--- config.mk ---
export PLATFORM = sky130hd
export DESIGN_NAME = grm_div
export DESIGN_NICKNAME = d
export VERILOG_FILES = /design/src/hw/rtl/grm_div.sv
export SDC_FILE = /design/constraint.sdc
export NUM_CORES = 1
export LEC_CHECK = 0
export BUFFER_PORTS_ARGS = -buffer_cell sky130_fd_sc_hd__buf_2
export CAP_MARGIN = 10
export CORE_UTILIZATION = 52
export CTS_CLUSTER_DIAMETER = 50
export CTS_CLUSTER_SIZE = 10
export DETAILED_ROUTE_END_ITERATION = 10
export PLACE_DENSITY = 0.78
export SYNTH_ARGS = -nofsm -noshare
export SYNTH_HDL_FRONTEND = slang
export SYNTH_SLANG_ARGS = --single-unit
--- constraint.sdc ---
create_clock -name clk_i -period 4.4 [get_ports clk_i]
set_input_delay 1.32 -clock clk_i [delete_from_list [all_inputs] [get_ports clk_i]]
set_output_delay 1.32 -clock clk_i [all_outputs]
set_load 0.005 [all_outputs]
--- src/hw/rtl/grm_div.sv ---
`default_nettype none
// ----------------------------------------------------------------------------
// Radix-2 divider
// Unsigned restoring division, one quotient bit per cycle, 64 / 64 bits.
// ----------------------------------------------------------------------------
module grm_div (
  input  wire logic        clk_i,
  input  wire logic        rst_ni,
  input  wire logic        start_i,
  input  wire logic [63:0] num_i,
  input  wire logic [63:0] den_i,
  output logic             done_o,
  output logic [63:0]      quo_o
);
  logic [63:0] rem_q, rem_d, quo_q, quo_d, den_q, den_d;
  logic [6:0]  cnt_q, cnt_d;
  logic        busy_q, busy_d;
  logic [64:0] trial;

  always_comb begin
    rem_d = rem_q; quo_d = quo_q; den_d = den_q; cnt_d = cnt_q; busy_d = busy_q;
    trial = {rem_q, quo_q[63]} - {1'b0, den_q};
    if (start_i) begin
      rem_d = '0; quo_d = num_i; den_d = den_i; cnt_d = 7'd64; busy_d = 1'b1;
    end else if (busy_q) begin
      if (!trial[64]) begin
        rem_d = trial[63:0];
        quo_d = {quo_q[62:0], 1'b1};
      end else begin
        rem_d = {rem_q[62:0], quo_q[63]};
        quo_d = {quo_q[62:0], 1'b0};
      end
      cnt_d = cnt_q - 7'd1;
      if (cnt_q == 7'd1) busy_d = 1'b0;
    end
  end

  always_ff @(posedge clk_i or negedge rst_ni) begin
    if (!rst_ni) begin
      busy_q <= 1'b0;
      cnt_q  <= '0;
    end else begin
      busy_q <= busy_d;
      cnt_q  <= cnt_d;
    end
  end

  always_ff @(posedge clk_i) begin
    rem_q <= rem_d;
    quo_q <= quo_d;
    den_q <= den_d;
  end

  assign done_o = busy_q && (cnt_q == 7'd1);
  assign quo_o  = quo_d;
endmodule
`default_nettype wire

== Yosys cells after proc, flatten, opt, wreduce, memory -nomap -nowiden ==
Cells that the tools add are included.
Operators by class
  reduce and logical (&&, ||, !) cells: 2
  add/sub/neg operators: 2
  mux-type cells: 9
  eq/ne operators: 1
Operator list (number)
  two-way mux 64 bit: 3
  subtractor 65 x 64 -> 65 bit: 1
  two-way mux 7 bit: 2
  equality test 7 x 1 -> 1 bit, second input constant: 1
  subtractor 7 x 1 -> 7 bit, second input constant: 1
  two-way mux 1 bit: 4
  nonzero test 2 bit: 1
  logical AND 1 bit: 1
Storage, ports and cells
  input bits: 131
  output and inout port bits: 65
  register bits: 200

== Logic depth before layout (Yosys ltp) ==
Gate-level depths: netlist (run 1).
  depth in word-level cells: 4
  depth in mapped cells: 17
  gate-level depth less buffers: 15

== Worst setup path after synthesis (run 1) ==
OpenSTA, ideal clock, no wires.
  path kind: register to output
  start: register quo_q[63]
  end: output port quo_o[0]
  stages on the path, launching flop included: 17
  data arrival time: 3147 ps
  slack: -67 ps
  path through: dfxtp_1 -> inv_1 -> ha_1 -> inv_1 -> fa_1 -> a21o_1 -> a221oi_4 -> a211oi_2 -> o311ai_4 -> a211oi_2 -> o31a_1 -> xnor2_2 -> buf_4 -> buf_4 -> nor2_1 -> a21oi_1 -> o21ai_0
On the way
  cells in the longest elaborated chain, start to end: 4
RTL lines
  start: declaration: RTL line 15  | logic [63:0] rem_q, rem_d, quo_q, quo_d, den_q, den_d;
  start signal: assignment: RTL line 50  | quo_q <= quo_d;
  subtractor 65 x 64 -> 65 bit: RTL line 22  | trial = {rem_q, quo_q[63]} - {1'b0, den_q};
  two-way mux 1 bit: RTL line 26  | if (!trial[64]) begin
  two-way mux 64 bit: RTL line 25  | end else if (busy_q) begin
  two-way mux 64 bit: RTL line 23  | if (start_i) begin
  end: declaration: RTL line 13  | output logic [63:0] quo_o
No other way between the ends.

== Final worst setup path (run 1) ==
Same ends and word-level chain as after synthesis.

==> run summary, run 1 <==
Cell with the most instances after synthesis = nand2_1
Area leader, netlist = dfxtp_1
Row count = 54
Fin. max-slew vios = 0
Worst Setup SP = quo_q[63]$_DFF_P_
Fmax = 212 MHz
CP Max Fanout = 3
CTS tree = built
Status = finished, violations left
CTS clk-pin slew, worst paths = 0.07 ns
Yosys top cell area share = 22.0%
Worst path slowest cell = fa_2
CP Class = flop to output port
Met1 usage = 30.6%
Post-Syn Area = 11600 sq um
Actual slew at the worst max-slew pin = 1.05 ns
Flop2flop setup slack = 0.48 ns
Cts bufs inserted = 17
Post-synth cell types = 67
Peak VDD IR = 0.259 mV
Routed wire length = 27.0 mm
M3 GR Usage = 5.33%
Fin Setup TNS = -0.310 ns
Die span in x = 152 microns
Share of layout cells above drive strength 1 = 17.6%
Post-route cell area = 13400 sq um
Final setup violation count = 1
Max Cap Viol = 0
Layout Skew = 0.0186 ns
Core Box Area = 21900 sq um
HPWL after DPL = 19.5 mm
Clock Latency Late Sink = 0.44 ns
Final hold violations = 0
Fin crit share = 107%
Total power = 7.40 mW
Via count = 9994
Number of synthesized flops with an enable pin = 64
Post-synth net total = 1534
Synth warn = 0
H-tree Lvls = 4
GRT Util Overall = 24.3%
Grt total ovfl = 0
Initial Utilization = 53.1%
Largest net degree at the start of global routing = 110
Slack of the critical path = -0.310 ns
Critical path, cell by cell = inv_1, ha_1, inv_1, fa_2, a21o_1, a221oi_4, a211oi_4, o311ai_4, a211oi_2, o31a_1, xnor2_4, nor2_1, a21oi_1, o21ai_1, buf_2
Syn Inst Count = 1336
CP Launch Type = flop
Max-slew headroom = 30.2%
Most Frequent Cell on Critical Path = inv_1
Fin util = 61.4%
FFs w/ async S/R, synth = 4.00%
Die ar. = 23000 sq um
Area grow syn2layout = 15.6%
Cell area power density = 550 nW/um^2
First-pass GRT wire length = 44.6 mm
GR Util met2 = 40.9%
Die Y = 152 microns
IO buf count = 195
Crit-path max cell delay = 0.35 ns
Worst path required time = 3.08 ns
# nets final = 1691
Worst R2R Start = quo_q[63]$_DFF_P_
DRC viols = 0
Worst path bufs/invs = 3
Crit. End Element = output port
Longest Clk Path Bufs = 2
Prevailing post-synth register cell = dfxtp_1
CP top delay family = compound AO/OA/AOI/OAI gates
Antenna-violating nets left = 0
Seq/Total Area, Yosys = 40.3%
Number of antenna violations at the first check in global routing = 2
Placed Cells = 1752
Initial DRC Count = 572
Vias in the first global route = 9429
Most Used Layer, Global Route = met2
Top cells by count, synth = 189 x nand2_1, 128 x dfxtp_1, 118 x nor2_1
RSZ-0062 raised after global routing = true
Total clock sinks = 200
Gp weighted congestion = 0.907
Drt pass-1 iters = 5
Post-DR wirelength/cell = 15.1 microns
Seq cells post-synth = 200
P_leak = 6.42 nW
Main area contributors after synthesis = dfxtp_1 22%, edfxtp_1 17%, ha_1 7.1%, nand2_1 6.1%, mux2i_1 5.9%
HP Class = flop to flop
Area post-placement = 12800 sq um
Root Buffer = clkbuf_16
Synthesized area per cell = 8.71 sq um
Hold Path Origin = rem_q[18]$_SDFFE_PP0P_
Failing checks = setup timing
Critical path arrival = 3.39 ns
I/O Pins = 196
Vias per inst = 5.59
Final Instance Count excl. Fillers = 1788
Fin crit period = 4.71 ns
## area by class of cell
cell class / count / area, sq um
clock inverters: 13 / 149
well taps: 280 / 350
fillers: 1929 / 8440
multi-input cells: 976 / 6350
flip-flops and latches: 200 / 4690
inverters: 85 / 319
repair buffers: 213 / 1130
clock buffers: 19 / 454
diodes: 2 / 5.00
## worst reg2reg max path: stages, from the launching register on
cell	delay (ns)
dfxtp_1	0.31
inv_1	0.05
ha_1	0.15
inv_1	0.06
fa_2	0.35
a21o_1	0.20
a221oi_4	0.30
a211oi_4	0.13
o311ai_4	0.29
a211oi_2	0.13
o31a_1	0.33
xnor2_4	0.19
buf_4	0.68
a21oi_1	0.24
a211o_1	0.31
a31oi_1	0.12
## sequential cells by signal, indices dropped and copies added (netlist names)
name    count
quo_q      64
busy_q      1
cnt_q       7
rem_q      64
den_q      64
## routing by layer
layer	share of wire [%]	vias to the layer above	wire, microns
met3	5.9	43	1600
met5	0	-	0
met1	44	4591	12000
met2	47	287	12800
met4	2.2	0	581
li1	-	5073	-
## repair_timing
item / CTS / global route
setup endpoints to repair: 1 / 1
hold buffers: 0 / 0
buffers inserted: 0 / 2
pin swaps: 0 / 1
resized for setup: 2 / 0
## cell families (layout without fill, tap and decap cells)
family	Yosys count	after routing	synth area share, %
AO/OA/AOI/OAI	378	378	21.5
XOR/XNOR	63	63	4.87
adder cells (fa/ha/maj)	67	67	7.27
buffers and inverters	160	330	5.43
flip-flops	200	200	40.3
multiplexers	69	69	5.95
other	0	2	0
AND/OR/NAND/NOR	399	399	14.7
## power breakdown
group | switching [mW] | internal, mW | leakage [nW]
Sequential | 0.274 | 2.28 | 1.78
Combinational | 1.89 | 1.37 | 4.35
Clock | 0.781 | 0.799 | 0.294
## placed cells by master (no fill, tap or decap), types with 18 or more instances in the layout
| cell type | instances |
|---|---|
| mux2i_1 | 68 |
| clkbuf_16 | 18 |
| dfxtp_1 | 128 |
| xor2_1 | 20 |
| nor2_1 | 118 |
| buf_2 | 194 |
| a211oi_1 | 26 |
| a21oi_1 | 103 |
| a311oi_1 | 36 |
| ha_1 | 66 |
| o21bai_1 | 22 |
| nand2_1 | 189 |
| o21ai_0 | 98 |
| a21o_1 | 32 |
| inv_1 | 85 |
| xnor2_1 | 41 |
| edfxtp_1 | 64 |
## worst paths after layout
kind / depth (start not counted) / to
min in group asynchronous: 1 / busy_q$_DFF_PN0_
max: 15 / quo_o[0]
min: 2 / rem_q[19]$_SDFFE_PP0P_
max reg2reg: 15 / rem_q[58]$_SDFFE_PP0P_
min reg2reg: 2 / rem_q[19]$_SDFFE_PP0P_
max in group asynchronous: 1 / busy_q$_DFF_PN0_
## metrics by stage
| stage | hold slack, ns | setup slack (ns) |
|---|---|---|
| final | 0.499 | -0.310 |
| after global routing | 0.514 | -0.515 |
| after CTS | 0.500 | -0.368 |
| after detailed placement | 0.491 | 0.0593 |
| after global placement | 0.481 | 0.0872 |
| after floorplan | 0.471 | 0.0218 |
No activity file was read; power rests on OpenSTA's default activity.
==> run 2, diff against run 1 <==
Settings changed: SKIP_CTS_REPAIR_TIMING set to 1.
==> run 2 against run 1 <==
Compared with the run above: first-iteration DRC count decreased by 1.2%; hold slack is essentially flat; via count rose by 0.48%; global-route usage about the same; the run still ends with setup timing left; die area is the same; sequential power about the same; fmax shrank 1.1%.
==> run summary, run 2 (same netlist as run 1, synthesis figures left out) <==
Max Cap Viol = 0 (unchanged)
Root Buffer = clkbuf_16
Actual slew at the worst max-slew pin = 1.05 ns (+0.000588 ns)
# nets final = 1689 (-0.12%)
Die ar. = 23000 sq um (unchanged)
Total power = 7.39 mW (about the same)
HP Class = flop to flop
Worst path required time = 3.08 ns (about the same)
Multi-input gate area = 6360 sq um (+0.16%)
Failing checks = setup timing
Fin. max-slew vios = 0 (unchanged)
Longest Clk Path Bufs = 2 (unchanged)
DRC viols = 0 (unchanged)
Die span in x = 152 microns (unchanged)
I/O Pins = 196 (unchanged)
Total clock sinks = 200 (unchanged)
Most frequent cells in the layout = 194 x buf_2, 189 x nand2_1, 128 x dfxtp_1
Fill cells = 1931 (+0.10%)
Routed wire length = 27.0 mm (about the same)
Row count = 54 (unchanged)
H-tree Lvls = 4 (unchanged)
Vias in the first global route = 9409 (-0.21%)
Post-DR wirelength/cell = 15.1 microns (+0.10%)
Peak VDD IR = 0.260 mV (+0.15%)
Fin crit share = 108% (+1.2 points)
Worst Setup SP = quo_q[63]$_DFF_P_
P_leak = 6.42 nW (-0.10%)
Critical path arrival = 3.44 ns (+0.05 ns)
GRT Util Overall = 24.3% (about the same)
Placed Cells = 1752 (unchanged)
HPWL after DPL = 19.5 mm (unchanged)
Grt total ovfl = 0 (unchanged)
CTS clk-pin slew, worst paths = 0.07 ns (about the same)
Final setup violation count = 1 (unchanged)
Gp weighted congestion = 0.907 (unchanged)
Reg2reg end = rem_q[58]$_SDFFE_PP0P_
Sequential cell area = 4690 sq um (unchanged)
Core Box Area = 21900 sq um (unchanged)
Share of layout cells above drive strength 1 = 17.7% (+0.090 points)
Status = finished, violations left
Area grow syn2layout = 15.5% (about the same)
Via count = 10000 (+0.48%)
Hold path cells = 2 (unchanged)
Cts bufs inserted = 17 (unchanged)
Slack of the critical path = -0.363 ns (-0.0533 ns)
Layout Skew = 0.0208 ns (+0.00221 ns)
First-pass GRT wire length = 44.6 mm (about the same)
CP Class = flop to output port
Commonest non-fill, non-tap cell in the layout = buf_2
Drt pass-1 iters = 6 (+1)
Cell area power density = 550 nW/um^2 (about the same)
IO buf count = 195 (unchanged)
Number of antenna violations at the first check in global routing = 2 (unchanged)
CTS tree = built
Flop2flop setup slack = 0.37 ns (-0.11 ns)
Fin crit period = 4.76 ns (+0.0533 ns)
Final Instance Count excl. Fillers = 1786 (-0.11%)
Fmax = 210 MHz (-1.1%)
Initial DRC Count = 565 (-1.2%)
Die Y = 152 microns (unchanged)
Final hold violations = 0 (unchanged)
Top flop regs = den_q: 64 flops, quo_q: 64 flops, rem_q: 64 flops
R2R depth = 15 (unchanged)
CP Max Fanout = 3 (unchanged)
CP Launch Type = flop
RSZ-0062 raised after global routing = true
Initial Utilization = 53.1% (unchanged)
Setup crit end = quo_o[0]
Largest net degree at the start of global routing = 110 (unchanged)
Antenna-violating nets left = 0 (unchanged)
Max-slew headroom = 30.2% (-0.039 points)
Vias per inst = 5.62 (+0.59%)
Crit. End Element = output port
Worst R2R Start = quo_q[63]$_DFF_P_
Clock Latency Late Sink = 0.45 ns (about the same)
-- run 2: power by group --
| part | switching, mW | internal (mW) | leakage [nW] | total (mW) |
|---|---|---|---|---|
| logic | 1.89 | 1.36 | 4.34 | 3.26 |
| registers | 0.275 | 2.28 | 1.78 | 2.55 |
| clock network | 0.783 | 0.799 | 0.294 | 1.58 |
| total | 2.95 | 4.44 | 6.42 | 7.39 |
-- run 2: worst max-delay path, stage by stage, from the launching register on --
cell	delay [ns]
dfxtp_1	0.31
inv_1	0.05
ha_1	0.15
inv_1	0.06
fa_2	0.35
a21o_1	0.23
a221oi_4	0.30
a211oi_4	0.13
o311ai_4	0.34
a211oi_2	0.13
o31a_1	0.37
xnor2_4	0.19
nor2_2	0.05
a21oi_2	0.14
o21ai_2	0.06
buf_2	0.14
-- run 2: area by class of cell --
| class | instances | share of cell area [%] |
|---|---|---|
| Multi-Input combinational cell | 976 | 47.3 |
| Sequential cell | 200 | 34.9 |
| Timing Repair Buffer | 211 | 8.31 |
| Clock buffer | 19 | 3.38 |
| Tap cell | 280 | 2.61 |
| Inverter | 85 | 2.37 |
| Clock inverter | 13 | 1.11 |
| Antenna cell | 2 | 0.0372 |
-- run 2: routing by layer --
metal,GRT usage [%],share of wire [%],wire [microns],vias to the layer above
li1,-,-,-,5065
met1,30.5,44,12000,4618
met2,41.3,48,12900,314
met3,5.33,6.0,1630,45
met4,7.92,1.7,469,0
met5,0,0,0,-
-- run 2: how the worst min path moves through the flow --
stage,start,to
2_1_floorplan,rem_q[2]$_SDFFE_PP0P_,rem_q[3]$_SDFFE_PP0P_
3_3_place_gp,rem_q[18]$_SDFFE_PP0P_,rem_q[19]$_SDFFE_PP0P_
6_report,rem_q[18]$_SDFFE_PP0P_,rem_q[19]$_SDFFE_PP0P_
3_5_place_dp,rem_q[18]$_SDFFE_PP0P_,rem_q[19]$_SDFFE_PP0P_
4_1_cts,rem_q[37]$_SDFFE_PP0P_,rem_q[38]$_SDFFE_PP0P_
5_1_grt,rem_q[2]$_SDFFE_PP0P_,rem_q[3]$_SDFFE_PP0P_
-- run 2: per-stage QoR --
| stage | util [%] | setup slack (ns) | cell area (sq um) | TNS [ns] | hold WS, ns |
|---|---|---|---|---|---|
| floorplan | - | 0.0218 | 11600 | 0 | 0.471 |
| global route | 61.4 | -0.572 | 13400 | -0.572 | 0.514 |
| finish | 61.4 | -0.363 | 13400 | -0.363 | 0.499 |
| CTS | 61.3 | -0.436 | 13400 | -0.436 | 0.500 |
| global placement | 58.5 | 0.0872 | 12800 | 0 | 0.481 |
| detailed placement | 58.5 | 0.0593 | 12800 | 0 | 0.491 |
